`src/mdaag_mul.sv`:
```
module mdaag_mul (
    input  logic        clk,
    input  logic [31:0] a,
    input  logic [31:0] b,
    output logic [31:0] p_reg
);

    logic [31:0] full;

    assign full = a * b;

    always_ff @(posedge clk)
    begin
        p_reg <= full;
    end

endmodule
```
`config.mk`:
```
export PLATFORM = sky130hd
export DESIGN_NAME = mdaag_mul
export DESIGN_NICKNAME = d
export VERILOG_FILES = /design/src/mdaag_mul.sv
export SDC_FILE = /design/constraint.sdc
export NUM_CORES = 1
export LEC_CHECK = 0
export ABC_AREA = 1
export BUFFER_PORTS_ARGS = -buffer_cell sky130_fd_sc_hd__buf_2
export CAP_MARGIN = 0
export CORE_ASPECT_RATIO = 1.5
export CORE_MARGIN = 2
export CORE_UTILIZATION = 64
export CTS_BUF_LIST = sky130_fd_sc_hd__clkbuf_4
export DETAILED_ROUTE_END_ITERATION = 7
export GPL_ROUTABILITY_DRIVEN = 0
export HOLD_SLACK_MARGIN = 0.08
export PLACE_DENSITY = 0.91
export REMOVE_ABC_BUFFERS = 1
export SETUP_SLACK_MARGIN = 0.05
export SLEW_MARGIN = 10
export SYNTH_ARGS = -nofsm -noshare
export SYNTH_HDL_FRONTEND = slang
export SYNTH_SLANG_ARGS = --single-unit
export TNS_END_PERCENT = 50
```
`constraint.sdc`:
```
create_clock -name clk -period 7.5 [get_ports clk]
set_input_delay 0.75 -clock clk [delete_from_list [all_inputs] [get_ports clk]]
set_output_delay 0.75 -clock clk [all_outputs]
set_load 0.02 [all_outputs]
```
# Word level (Yosys, flattened, before mapping)

Index checks and enable logic that the tools add are counted.

Bits of input ports: 65
Bits in registers: 32

Multipliers: 1

Operator list:

| kind           | number |
|---|---|
| $mul 32x32->32 | 1 |

# Depth between registers and ports, before layout

Depth after elaboration: 1
Depth in mapped cells: 33

# Worst setup path before layout

Ideal clock, no wire load.

Path type: input -> register
Start point: input b[3]
End point: register p_reg[29]
Data required time: 7,377 ps
Buffers on the path: 2
Data arrival time: 6,701 ps
Cell stages on the path: 27
Setup slack: 676 ps
Library setup time: 123 ps
Cell sequence: clkbuf_1 > buf_1 > nand2_1 > inv_1 > fa_1 > inv_1 > fa_1 > fa_1 > fa_1 > inv_1 > fa_1 > inv_1 > fa_1 > inv_1 > fa_1 > fa_1 > ha_1 > nand2_1 > nor2_1 > inv_1 > nor3_1 > nand3_1 > nand3_1 > nand2_1 > nand2_1 > a21oi_1 > xor2_1

Cells in the longest elaborated chain, start to end: 1

Ends and longest elaborated chain:

| what                   | RTL line | text |
|---|---|---|
| start: declaration     | 4        | `input logic [31:0] b,` |
| $mul 32x32->32         | 10       | `assign full = a * b;` |
| via full[29]           | 8        | `logic [31:0] full;` |
| end signal: assignment | 14       | `p_reg <= full;` |
| end: declaration       | 5        | `output logic [31:0] p_reg` |

The timed path passes the listed nets, and every way through them passes these cells.

# Worst setup path after layout

Start point: input b[5]
End point: register p_reg[29]

Same word-level chain as after synthesis.

==> results.py <==
metrics = {
    "run_status": {
        "status": "finished, final reports clean",
    },
    "sta": {
        "fmax_mhz": 142,
        "slew_headroom_pct": 46.0,
        "setup_viol": 0,
        "timing_hold_violations_final": 0,
        "min_period_ps": 7060,
        "rsz0062_at_grt": "no",
        "finalMaxSlewViolations": 0,
        "fin_setup_tns_ps": 0,
        "tightest_slew_ps": 811,
        "min_period_over_period_pct": 94.1,
    },
    "synthesis": {
        "ys_warn_count": 0,
        "syn_inst": 2366,
        "ys_top_cells_by_area": "fa_1, inv_1, nand2_1",
        "synth_top_family_by_area": "adder cells",
        "synthXorXnorAreaFrac_pct": 1.93,
        "synthMuxAreaShare_pct": 0,
        "seq_area_frac_synth_pct": 3.64,
        "async_flop_share_pct": 0,
        "synth_top_area_share_pct": 46.4,
        "yosys.area_share.simple_pct": 17.5,
        "synthesis.area_um2": 17600,
        "synth_edf_count": 0,
        "netlist.top_cell.by_area": "fa_1",
        "yosys.area_share.adder_pct": 55.2,
        "avgSynthCellArea_um2": 7.44,
        "synth_compound_area_share_pct": 2.10,
        "ys_ff_latch": 32,
        "yosysUniqueCellTypes": 36,
        "ys.flop_type": "dfxtp_1",
    },
    "final_layout": {
        "layout-drive-gt1-share_pct": 5.42,
        "nets": 2975,
        "syn2layout_area_growth_pct": 3.55,
        "nFillCells": 1989,
        "regArea_um2": 641,
        "largest_reg_flops": 32,
        "multi_input_area_um2": 13500,
    },
    "route": {
        "wirelength_um": 48800,
        "drtIter0Drc": 1201,
        "drt_pass1_iterations": 8,
        "vias": 14771,
        "wire_per_inst_um": 17.9,
        "avgViaCountPerCell": 5.42,
        "drc_errors": 0,
        "ant_nets": 0,
    },
    "critical_path": {
        "critPathLaunchType": "input pin",
        "cpPeakStageDelay_ps": 530,
        "slowest_stage": "fa_1",
        "crit_type": "in -> reg",
        "worst_ep_required_time_ps": 7770,
        "critPathCaptureType": "register",
        "arrival_ps": 7330,
        "path_common_cell": "fa_1",
        "cp_num_buf_inv": 7,
        "crit_fanout": 27,
        "path_delay_family": "adder cells",
    },
    "clocking": {
        "cts-buffers-inserted": 5,
        "cts_tree": "yes",
        "cts-resized-gates": 0,
        "cts_setup_buffers": 0,
        "htree_levels": 2,
        "ctsLongestPathBuffers": 2,
        "clock_sinks": 32,
        "cts-hold-fix-buffers": 0,
        "clk_pin_slew_ps": 130,
        "root_buffer": "clkbuf_4",
    },
    "die": {
        "initial_core_util_pct": 64.9,
        "fp-row-count": 74,
        "io_pins": 97,
        "die-area_um2": 28900,
        "die_h_um": 207,
        "core-area_um2": 27100,
        "chipWidth_um": 139,
    },
    "global_routing": {
        "groute.layer.met1.usage_pct": 37.1,
        "grt_pass1_wl_um": 79700,
        "antenna_found_initial": 1,
        "use_met3_pct": 5.59,
        "grt.total_usage_pct": 35.2,
        "grt_overflow": 0,
        "grt_util_met2_pct": 61.1,
        "first_global_vias": 16656,
        "grt_busiest_layer": "met2",
        "grt_max_degree": 34,
    },
    "placed_design": {
        "io_buffers": 96,
        "dp_hpwl_um": 41000,
    },
    "hold_path": {
        "min_path_type": "in -> reg",
    },
    "run": {
        "cap_viol_max_count": 0,
    },
}
==> through the flow <==
step	worst slack, ps	instances	instance area (um^2)	utilization, %	hold WS (ps)
6_report	440	2723	18200	67.2	882
5_1_grt	215	2723	18200	67.2	904
4_1_cts	573	2722	18200	67.2	864
3_5_place_dp	169	2714	18200	67.0	1170
3_3_place_gp	402	2714	18200	67.0	1170
2_1_floorplan	1140	2262	17200	-	843
==> cells in the mapped netlist (all sizes together), types with 3 or more instances <==
cell,number
a21oi,30
xnor2,12
nor3,5
a21o,3
nand4,4
buf,36
dfxtp,32
ha,123
nor2,39
nand2,713
a31oi,3
inv,802
o21bai,6
o21ai,9
xor2,26
o211ai,4
fa,408
clkbuf,68
nand3,34
==> final timing paths <==
kind | startpoint | end | slack [ps] | cells past startpoint
setup / recovery | b[5] | p_reg[29] | 440 | 26
hold / removal | a[0] | p_reg[0] | 880 | 3
==> cells in the final DEF (no fill, tap or decap), drive strengths merged, types with 6 or more instances in the layout <==
cell / netlist / final
nand3: 34 / 34
xnor2: 12 / 12
nand2: 713 / 713
ha: 123 / 123
inv: 802 / 802
buf: 36 / 110
fa: 408 / 408
xor2: 26 / 26
o21ai: 9 / 9
a21oi: 30 / 30
dfxtp: 32 / 32
nor2: 39 / 39
o21bai: 6 / 6
==> tightest hold or removal path, cell delays in order <==
cell	delay (ps)
buf_2	290
nand2_1	130
inv_1	40
==> layout make-up <==
type                    instances  share of cell area [%]
inverters                     802                    16.5
repair buffers                110                    3.21
clock inverters                 3                   0.103
multi-input cells            1428                    74.1
clock buffers                   5                   0.206
flip-flops and latches         32                    3.52
well taps                     342                    2.35
diodes                          1                  0.0137
==> logic make-up (layout without fill, tap and decap cells) <==
group                      count (synthesis)  after routing
and+or+nand+nor                          799            799
AOI/OAI and AO/OA                         60             60
DFF                                       32             32
other                                      0              1
buffers and inverters                    906            920
xor gates and xnor gates                  38             38
adders and majority gates                531            531
==> routing by layer <==
metal  share of wire (%)  up-vias
li1                    -     6484
met1                  31     7061
met2                  50      880
met3                 8.9      346
met4                  10        0
met5                   0        -
Power is not shown: default switching activity piles up to over one toggle a cycle in this logic, so the estimate is an artifact.
