===== src/mdaag_ram.sv =====
module mdaag_ram #(
    parameter int WIDTH = 32,
    parameter int DEPTH = 16
) (
    input  logic                     clk,
    input  logic                     we,
    input  logic [$clog2(DEPTH)-1:0] waddr,
    input  logic [WIDTH-1:0]         wdata,
    input  logic [$clog2(DEPTH)-1:0] raddr,
    output logic [WIDTH-1:0]         rdata
);

    logic [WIDTH-1:0] mem [DEPTH];

    always_ff @(posedge clk)
    begin
        if (we)
        begin
            mem[waddr] <= wdata;
        end
        rdata <= mem[raddr];
    end

endmodule


===== config.mk =====
export PLATFORM = sky130hd
export DESIGN_NAME = mdaag_ram
export DESIGN_NICKNAME = d
export VERILOG_FILES = /design/src/mdaag_ram.sv
export SDC_FILE = /design/constraint.sdc
export NUM_CORES = 1
export LEC_CHECK = 0
export BUFFER_PORTS_ARGS = -buffer_cell sky130_fd_sc_hd__buf_2
export CAP_MARGIN = 40
export CORE_ASPECT_RATIO = 0.7
export CORE_MARGIN = 2
export CORE_UTILIZATION = 25
export CTS_CLUSTER_SIZE = 10
export DETAILED_ROUTE_END_ITERATION = 10
export PLACE_DENSITY = 0.49
export SLEW_MARGIN = 0
export SYNTH_ARGS = -nofsm -noshare
export SYNTH_HDL_FRONTEND = slang
export SYNTH_SLANG_ARGS = --single-unit

===== constraint.sdc =====
create_clock -name clk -period 4.8 [get_ports clk]
set_input_delay 0.48 -clock clk [delete_from_list [all_inputs] [get_ports clk]]
set_output_delay 0.48 -clock clk [all_outputs]
set_load 0.02 [all_outputs]

Word-level counts from Yosys, hierarchy flattened:

Memories as Yosys holds them, arrays and structs flattened. A register that Yosys moved wholly into a read port is not among the register bits.
Cells that the tools add are included.

* register bits: 0
* memory bits (writable): 512
* bits of input ports: 42
* output and inout bits: 32
* logic and storage cells: 3
* memories: 1

Memory list
* mem: depth 16, bits a word 32, read ports 1, clocked after memory_dff 1, write ports 1, RTL line 13 `logic [WIDTH-1:0] mem [DEPTH];`

* multiplexer cells: 2

Operator list (number)
* $mux W1: 2

Longest topological paths before layout:

Gate-level depths: netlist (run 1).

* depth after elaboration: 2
* mapped depth: 5
* mapped depth without buffers: 3

Worst setup path after synthesis (run 1):

OpenSTA, ideal clock, no wires.

* kind: input to register
* start point: in waddr[2]
* end point: mem mem[0][0], enable pin
* setup time: 0.461 ns
* data arrival time: 3.198 ns
* required time: 4.339 ns
* slack: 1.140 ns
* stages on the path: 2
* path buffers: 0
* path through: or3b_2 -> nor3_1

RTL lines
* start, declared: RTL line 7 `input logic [$clog2(DEPTH)-1:0] waddr,`
* end, declared: RTL line 13

No word-level cell before the write port.

Worst setup path in the final report (run 1):

* start point: in waddr[2]
* end point: mem mem[11][0], enable pin

No word-level cell before the write port.

==> summary.txt, run 1 <==
ANT nets after route -> 0
initial core utilization -> 25.2%
initial antenna violation count -> 4
Slew HR -> 41.4%
Finish-stage setup viols -> 0
CTS max path bufs -> 3
Vias/cell -> 4.40
Core Region -> 78700 sq um
drt pass-1 iters -> 5
gr ovfl total -> 0
leakage -> 7.44 nW
fin. max-slew vios -> 0
post-synthesis area per instance -> 23.7 sq um
Inserted Clock Buffers -> 60
GRT Overall Usage -> 11.6%
P_int -> 7.93 mW
CTS root buf -> clkbuf_16
DR vias -> 9134
Nets -> 1013
Reg clk slew, reported paths -> 0.06 ns
min cycle time layout -> 1.99 ns
Hold/Removal Path Class -> input pin to flop
dpl hpwl -> 27.5 mm
Setup Skew -> 0.0113 ns
Tcrit/Tclk final -> 41.5%
share of post-route cells with drive strength above 1 -> 32.1%
switching share of power -> 21.2%
Synth-to-Final Area Change -> 19.6%
CTS tree -> done
buffer count from post-CTS setup fixing -> 0
total power -> 10.1 mW
Worst-Skew Late Latency -> 0.60 ns
first-pass GRT wire length -> 69.2 mm
CTS-repair resized insts -> 0
Num Clock Sinks -> 544
row cnt -> 86
CTS HTree Levels -> 2
GPL Wtd Cong -> 0.681
vias in the first global route -> 9738
full die area -> 81700 sq um
I/O Pins -> 74
Die Ht -> 240 um
Setup WS post-layout -> 2.81 ns
synthesized net count -> 880
CP endpoint kind -> flop
pwr dens -> 424 nW/um^2
setup TNS -> 0 ns
CP arrival -> 2.25 ns
dpl ws -> 2.15 ns
Hold Buf Count CTS -> 0
Fmax -> 0.502 GHz
WL per Instance -> 22.8 um
Seq pwr share -> 53.1%
Worst-Margin Slew -> 0.877 ns
Seq/Total Area, Yosys -> 80.7%
Max VDD drop -> 274 uV
Fillers -> 7567
sw power -> 2.14 mW
critical path required time -> 5.06 ns
hold violation count in the final report -> 0
ANT cells -> 0
Clock Power Share -> 41.7%
unrepaired setup endpoints after global routing -> false
Routed WL -> 47.4 mm
status -> completed
top fanout value on the critical path -> 17
Yosys Warn Count -> 0
Yosys reg bits -> 544
Cells after Synth -> 838
Cells after DPL -> 1965
DRT iter0 DRCs -> 868
Netlist Area Pre-Place -> 19900 sq um
Synth cell types -> 18
Remaining DRCs -> 0
port bufs -> 73
Die Wd -> 341 um
Layout Cells excl Fill -> 2078
Max-Cap Viols -> 0
Hold Slack -> 0.252 ns
largest net degree at the start of global routing -> 76
Comb power frac -> 5.2%
Startpoint Class -> input pin
crit path kind -> input pin to flop
placed cells by master, fill, tap and decap left out:
| cell | n |
|---|---|
| mux4_2 | 128 |
| clkbuf_16 | 62 |
| clkinv_8 | 1 |
| nor2_4 | 13 |
| nand3_1 | 1 |
| clkbuf_1 | 48 |
| nand3b_1 | 2 |
| buf_16 | 8 |
| buf_12 | 3 |
| buf_2 | 71 |
| nor3_2 | 4 |
| buf_6 | 1 |
| nand2b_1 | 2 |
| nand2_1 | 33 |
| or3b_2 | 1 |
| clkinv_2 | 1 |
| nor2b_4 | 2 |
| clkbuf_8 | 2 |
| a22oi_1 | 64 |
| dfxtp_1 | 32 |
| edfxtp_1 | 512 |
| and2_2 | 1 |
| buf_4 | 30 |
layout make-up:
class	instances	area, sq um	share of cell area (%)
Sequential cell	544	16000	67.5
Multi-Input combinational cell	251	3750	15.8
Clock buffer	111	1750	7.35
Tap cell	1056	1320	5.57
Timing Repair Buffer	114	886	3.73
Clock inverter	2	21.3	0.0896
worst max-delay path, stage by stage:
cell and delay [ns]:
buf_2 0.11, nand3b_1 0.39, nor2_4 0.76, buf_4 0.46
power by group through the flow:
stage | Sequential, mW | Combinational (mW) | Clock [mW]
after floorplan | 5.47 | 0.255 | 0
after global placement | 5.44 | 0.514 | 0
after detailed placement | 5.45 | 0.534 | 0
after CTS | 5.35 | 0.535 | 4.33
after global routing | 5.36 | 0.567 | 4.51
final | 5.35 | 0.522 | 4.20
registers in the layout, indices dropped and copies added, names as in the netlist:
| signal | count |
|---|---|
| mem | 512 |
| rdata | 32 |
through the flow:
step	utilization, %	instance area [sq um]
final	30.2	23700
after global routing	30.2	23700
after CTS	30.2	23700
after detailed placement	27.9	22000
after global placement	27.6	21700
after floorplan	-	19900
per-layer routing:
layer	global-route usage [%]	part of all wire [%]
met5	0	0.017
met4	2.48	1.5
met3	2.27	5.3
met2	16.4	42
met1	18.3	51
final timing paths:
path / startpoint / to / slack, ns / cells past startpoint
setup / recovery: waddr[2] / mem[11][0] / 2.81 / 4
hold / removal: wdata[12] / mem[0][12] / 0.25 / 1
setup reg to reg: mem[3][1] / rdata[1] / 3.36 / 3
hold reg to reg: mem[14][15] / rdata[15] / 0.67 / 3
cells by family after synthesis:
kind of cell,after synthesis,synth area share [%]
AOI/OAI and AO/OA,64,2.42
and+or+nand+nor,59,1.27
DFF,544,80.7
buffers and inverters,43,1.12
muxes,128,14.5
cells in the mapped netlist:
library cell	instances	area [sq um]
nand2_1	33	124
a22oi_1	64	480
nand3b_1	2	15.0
nand3_1	1	5.00
nor2b_1	2	12.5
buf_2	4	20.0
nor3_1	4	20.0
mux4_2	128	2880
dfxtp_1	32	641
clkbuf_1	17	63.8
edfxtp_1	512	15400
nor2_1	13	48.8
nand2b_1	2	12.5
or3b_2	1	8.76
buf_6	2	22.5
and2_1	1	6.26
buf_4	11	82.6
buf_1	9	33.8
(Power assumes the default switching activity.)
==> run 2: changes to the inputs <==
clock period = 2.03 ns   (was 4.8 ns; I/O delays follow)
==> summary.txt, run 2 (synthesis gave the netlist of run 1 again) <==
status -> completed (unchanged)
share of post-route cells with drive strength above 1 -> 31.7% (was 32.1%)
WL per Instance -> 22.7 um (was 22.8 um)
critical path's top delay family -> flip-flops (was simple AND/OR/NAND/NOR gates)
largest reg by FF count -> mem (unchanged)
utilization after layout -> 31.0% (was 30.2%)
vias in the first global route -> 9836 (was 9738)
Max-Cap Viols -> 0 (unchanged)
Fillers -> 7483 (was 7567)
leakage -> 7.68 nW (was 7.44 nW)
gr ovfl total -> 0 (unchanged)
Routed WL -> 48.0 mm (was 47.4 mm)
setup TNS -> 0 ns (unchanged)
fin. max-slew vios -> 0 (unchanged)
Fmax -> 0.681 GHz
unrepaired setup endpoints after global routing -> false (unchanged)
dpl hpwl -> 25.2 mm (was 27.5 mm)
slowest CP cell -> dfxtp_1 (was nor2_4)
CTS root buf -> clkbuf_16 (unchanged)
commonest non-fill, non-tap cell in the layout -> edfxtp_1 (unchanged)
pwr dens -> 983 nW/um^2 (was 424 nW/um^2)
most frequent cells in the layout -> 512 x edfxtp_1, 128 x mux4_2, 71 x buf_2 (unchanged)
crit path kind -> flop to output port (was input pin to flop)
initial core utilization -> 25.2% (unchanged)
Max VDD drop -> 754 uV (was 274 uV)
hold violation count in the final report -> 0 (unchanged)
Worst-Skew Late Latency -> 0.61 ns (was 0.60 ns)
Startpoint Class -> flop (was input pin)
Worst-Margin Slew -> 0.464 ns (was 0.877 ns)
top fanout value on the critical path -> 1 (was 17)
Regs by FF count -> mem x512, rdata x32 (unchanged)
ANT nets after route -> 0 (unchanged)
Slew HR -> 69.0% (was 41.4%)
CTS tree -> done (unchanged)
ANT cells -> 0 (unchanged)
initial antenna violation count -> 1 (was 4)
Post-DP Area -> 22300 sq um (was 22000 sq um)
Hold Buf Count CTS -> 32 (was 0)
min cycle time layout -> 1.47 ns
buffer count from post-CTS setup fixing -> 0 (unchanged)
GRT Overall Usage -> 11.7% (was 11.6%)
Finish-stage setup viols -> 0 (unchanged)
dpl ws -> 0.221 ns (was 2.15 ns)
CTS HTree Levels -> 2 (unchanged)
multi-input logic area -> 3770 sq um (was 3750 sq um)
Setup Skew -> 0.0187 ns (was 0.0113 ns)
CTS-repair resized insts -> 0 (unchanged)
largest net degree at the start of global routing -> 37 (was 76)
CTS max path bufs -> 3 (unchanged)
Tcrit/Tclk final -> 72.4%
Remaining DRCs -> 0 (unchanged)
CP arrival -> 1.27 ns (was 2.25 ns)
max incr delay on CP -> 0.45 ns (was 0.76 ns)
Nets -> 1052 (was 1013)
I/O Pins -> 74 (unchanged)
DRT iter0 DRCs -> 905 (was 868)
CP startpoint -> rdata[19] (was waddr[2])
Largest register FFs -> 512 (unchanged)
Cell Chain, Critical Path -> buf_2 (was buf_2, nand3b_1, nor2_4, buf_4)
sum of buffers and inverters on the critical path -> 1 (was 2)
Hold Slack -> 0.206 ns (was 0.252 ns)
Inserted Clock Buffers -> 60 (unchanged)
full die area -> 81700 sq um (unchanged)
Reg clk slew, reported paths -> 0.06 ns (about the same)
DR vias -> 9302 (was 9134)
row cnt -> 86 (unchanged)
drt pass-1 iters -> 5 (unchanged)
port bufs -> 73 (unchanged)
post-route design area -> 24400 sq um (was 23700 sq um)
Hold/Removal Path Class -> input pin to flop (unchanged)
Synth-to-Final Area Change -> 22.8% (was 19.6%)
reg2reg start -> mem[3][18] (was mem[3][1])
sequential cell area -> 16000 sq um (unchanged)
Num Clock Sinks -> 544 (unchanged)
CP endpoint kind -> output port (was flop)
first-pass GRT wire length -> 69.7 mm (was 69.2 mm)
Die Ht -> 240 um (unchanged)
critical path required time -> 1.83 ns (was 5.06 ns)
Core Region -> 78700 sq um (unchanged)
Hold Startpoint -> raddr[1] (was wdata[12])
GPL Wtd Cong -> 0.668 (was 0.681)
Vias/cell -> 4.40 (about the same)
Setup WS post-layout -> 0.561 ns (was 2.81 ns)
Die Wd -> 341 um (unchanged)
-- run 2: final cells by class --
class                   instances  area share (%)
flip-flops and latches        544            65.7
clock buffers                 106            6.99
well taps                    1056            5.42
multi-input cells             251            15.5
repair buffers                153            6.13
clock inverters                 3           0.287
-- run 2: report_power, final --
part	switching, mW	internal, mW
Clock	4.23	5.77
Combinational	0.781	0.559
Sequential	0.0826	12.6
-- run 2: layer usage --
layer | vias to the layer above | part of all wire [%] | wire length [um] | GRT usage (%)
met5 | - | 0.027 | 13 | 0
met4 | 2 | 1.3 | 626 | 2.26
met3 | 53 | 5.2 | 2510 | 2.04
met2 | 235 | 44 | 21300 | 17.4
met1 | 5076 | 49 | 23600 | 18.0
li1 | 3936 | - | - | -
-- run 2: final timing paths --
path	to	slack (ns)	depth (start not counted)
worst max-delay path	rdata[19]	0.56	1
worst min-delay path	rdata[11]	0.21	4
worst max register to register	rdata[18]	0.62	3
worst min register to register	rdata[6]	0.67	3
-- run 2: worst min-delay path, cell delays in order --
cell	delay (ns)
buf_4	0.19
mux4_2	0.24
a22oi_1	0.06
nand2_1	0.07
-- run 2: metrics by stage --
step	instances	power [mW]
3_3_place_gp	1972	14.2
6_report	2113	24.0
4_1_cts	2113	24.3
5_1_grt	2113	24.9
3_5_place_dp	1972	14.2
2_1_floorplan	838	13.6
==> run 3: changes to the inputs <==
ABC_AREA = 1   (was not set)
PLACE_DENSITY = 0.5   (was 0.49)
clock period = 1.35 ns   (was 2.03 ns; I/O delays follow)
==> summary.txt, run 3 <==
Regs by FF count -> mem x512, rdata x32 (unchanged)
Hold/Removal Path Class -> input pin to flop (unchanged)
CP endpoint kind -> output port (unchanged)
Netlist Area Pre-Place -> 22700 sq um (was 19900 sq um)
multi-input logic area -> 4670 sq um (was 3770 sq um)
CTS max path bufs -> 3 (unchanged)
Startpoint Class -> flop (unchanged)
fin. max-slew vios -> 0 (unchanged)
Hold Crit Depth -> 5 (was 4)
most numerous cell in the Yosys netlist -> nand2_1 (was edfxtp_1)
top post-synthesis cells by area -> edfxtp_1 68%, nand2_1 11%, nand3_1 8.5% (was edfxtp_1 77%, mux4_2 15%, dfxtp_1 3.2%)
DR vias -> 14652 (was 9302)
Post-synth EDFFs -> 512 (unchanged)
Worst-Skew Late Latency -> 0.61 ns (about the same)
status -> completed (unchanged)
met3 WL -> 3.20 mm (was 2.51 mm)
critical path required time -> 1.22 ns (was 1.83 ns)
Yosys Warn Count -> 0 (unchanged)
initial antenna violation count -> 1 (unchanged)
min cycle time layout -> 1.29 ns
utilization after layout -> 30.7% (was 31.0%)
vias in the first global route -> 14199 (was 9836)
Synth-to-Final Area Change -> 21.5% (was 22.8%)
ANT nets after route -> 0 (unchanged)
max incr delay on CP -> 0.37 ns (was 0.45 ns)
unrepaired setup endpoints after global routing -> false (unchanged)
share of post-route cells with drive strength above 1 -> 11.2% (was 31.7%)
Tcrit/Tclk final -> 95.4%
Worst-Margin Slew -> 0.424 ns (was 0.464 ns)
row cnt -> 92 (was 86)
switching share of power -> 23.0% (was 21.2%)
buffer count from post-CTS setup fixing -> 0 (unchanged)
Routed WL -> 61.0 mm (was 48.0 mm)
Fmax -> 0.777 GHz
Max-Cap Viols -> 0 (unchanged)
full die area -> 93400 sq um (was 81700 sq um)
Seq pwr share -> 51.5% (was 52.7%)
leakage -> 11.4 nW (was 7.68 nW)
crit path kind -> flop to output port (unchanged)
Yosys top cell area share -> 67.6% (was 77.4%)
Finish-stage setup viols -> 0 (unchanged)
DRT iter0 DRCs -> 1388 (was 905)
CTS HTree Levels -> 2 (unchanged)
GPL Wtd Cong -> 0.761 (was 0.668)
Remaining DRCs -> 0 (unchanged)
critical path's top delay family -> flip-flops (unchanged)
first-pass GRT wire length -> 92.2 mm (was 69.7 mm)
Setup Skew -> 0.0153 ns (was 0.0187 ns)
sum of buffers and inverters on the critical path -> 1 (unchanged)
Reg clk slew, reported paths -> 0.06 ns (about the same)
Num Clock Sinks -> 544 (unchanged)
Max VDD drop -> 1090 uV (was 754 uV)
WL per Instance -> 17.2 um (was 22.7 um)
Core Region -> 90000 sq um (was 78700 sq um)
P_int -> 28.4 mW (was 18.9 mW)
CTS root buf -> clkbuf_16 (unchanged)
Synth cell types -> 15 (was 18)
R2R depth -> 6 (was 3)
largest reg by FF count -> mem (unchanged)
post-synthesis area per instance -> 10.7 sq um (was 23.7 sq um)
slowest CP cell -> dfxtp_2 (was dfxtp_1)
Worst path depth -> 1 (unchanged)
Seq/Total Area, Yosys -> 70.5% (was 80.7%)
dpl hpwl -> 37.0 mm (was 25.2 mm)
Yosys reg bits -> 544 (unchanged)
I/O Pins -> 74 (unchanged)
top fanout value on the critical path -> 1 (unchanged)
CTS tree -> done (unchanged)
metal2 WL -> 26.4 mm (was 21.3 mm)
Hold Slack -> 0.129 ns (was 0.206 ns)
total power -> 36.9 mW (was 24.0 mW)
Top FF cell, synth -> edfxtp_1 (unchanged)
initial core utilization -> 25.3% (was 25.2%)
ANT cells -> 0 (unchanged)
port bufs -> 73 (unchanged)
cell taking the most area after synthesis -> edfxtp_1 (unchanged)
Nets -> 2324 (was 1052)
Largest register FFs -> 512 (unchanged)
GRT Overall Usage -> 13.0% (was 11.7%)
Fillers -> 9241 (was 7483)
synthesized net count -> 2162 (was 880)
most frequent cells in the layout -> 677 x nand2_1, 512 x edfxtp_1, 386 x inv_1 (was 512 x edfxtp_1, 128 x mux4_2, 71 x buf_2)
Comb power frac -> 7.4% (was 5.6%)
Inserted Clock Buffers -> 60 (unchanged)
CP arrival -> 1.15 ns (was 1.27 ns)
Cell Chain, Critical Path -> buf_2 (unchanged)
pwr dens -> 1340 nW/um^2 (was 983 nW/um^2)
Max Used Layer -> met4 (was met5)
drt pass-1 iters -> 5 (unchanged)
largest net degree at the start of global routing -> 45 (was 37)
Die Ht -> 256 um (was 240 um)
Vias/cell -> 4.12 (was 4.40)
sw power -> 8.49 mW (was 5.09 mW)
commonest non-fill, non-tap cell in the layout -> nand2_1 (was edfxtp_1)
met1 WL -> 30.5 mm (was 23.6 mm)
Die Wd -> 364 um (was 341 um)
Clock Power Share -> 41.1% (was 41.7%)
ys async rst share -> 0% (unchanged)
sequential cell area -> 16000 sq um (about the same)
Cells after Synth -> 2120 (was 838)
Slew HR -> 71.7% (was 69.0%)
gr ovfl total -> 0 (unchanged)
hold violation count in the final report -> 0 (unchanged)
Commonest cells post-synth -> 677 x nand2_1, 512 x edfxtp_1, 388 x inv_1 (was 512 x edfxtp_1, 128 x mux4_2, 64 x a22oi_1)
[run 3: tightest hold or removal path, delay by kind of cell]
kind | cells | cell delay, ns
buf+inv | 2 | 0.31
simple gates | 3 | 0.25
[run 3: metal layers]
metal | global-route usage [%] | vias to the layer above
li1 | - | 7191
met4 | 2.35 | 0
met5 | 0 | -
met3 | 2.15 | 71
met1 | 19.7 | 7045
met2 | 19.5 | 345
[run 3: cells by family after synthesis]
| family | after synthesis | share of synthesized area, % |
|---|---|---|
| buffers and inverters | 495 | 9.54 |
| AND/OR/NAND/NOR | 1081 | 20.0 |
| flip-flops | 544 | 70.5 |
[run 3: area by class of cell]
class	instances	share of cell area [%]
clock buffers	110	6.34
clock inverters	1	0.0589
inverters	390	5.34
multi-input cells	1081	16.9
flip-flops and latches	544	58.0
well taps	1222	5.53
repair buffers	205	7.84
[run 3: power groups by stage]
| stage | combinational (mW) | sequential [mW] | clock [mW] |
|---|---|---|---|
| CTS | 2.76 | 19.0 | 15.6 |
| detailed placement | 2.67 | 19.4 | 0 |
| global route | 3.01 | 19.0 | 16.2 |
| floorplan | 1.30 | 19.5 | 0 |
| global placement | 2.67 | 19.4 | 0 |
| finish | 2.71 | 19.0 | 15.2 |
[run 3: final timing paths]
check / start / to / slack, ns
setup / recovery: rdata[0] / rdata[0] / 0.06
hold reg to reg: mem[10][12] / rdata[12] / 0.66
setup reg to reg: mem[12][28] / rdata[28] / 0.31
hold / removal: raddr[2] / rdata[1] / 0.13
[run 3: through the flow]
stage                     setup slack [ns]  setup TNS (ns)  cell area, sq um  cells
after global routing               0.00895               0             27600   3553
after detailed placement           -0.0274          -0.503             25500   3409
after global placement             -0.0276          -0.546             25500   3409
final                               0.0628               0             27600   3553
after CTS                          0.00919               0             27600   3553
after floorplan                     -0.318         -136.96             22800   2120
[run 3: repair_timing]
item                       in CTS  in global routing
setup endpoints to repair       5                  0
hold buffers                   33                  0
hold endpoints to repair      515                  0
gates resized for setup         6                  0
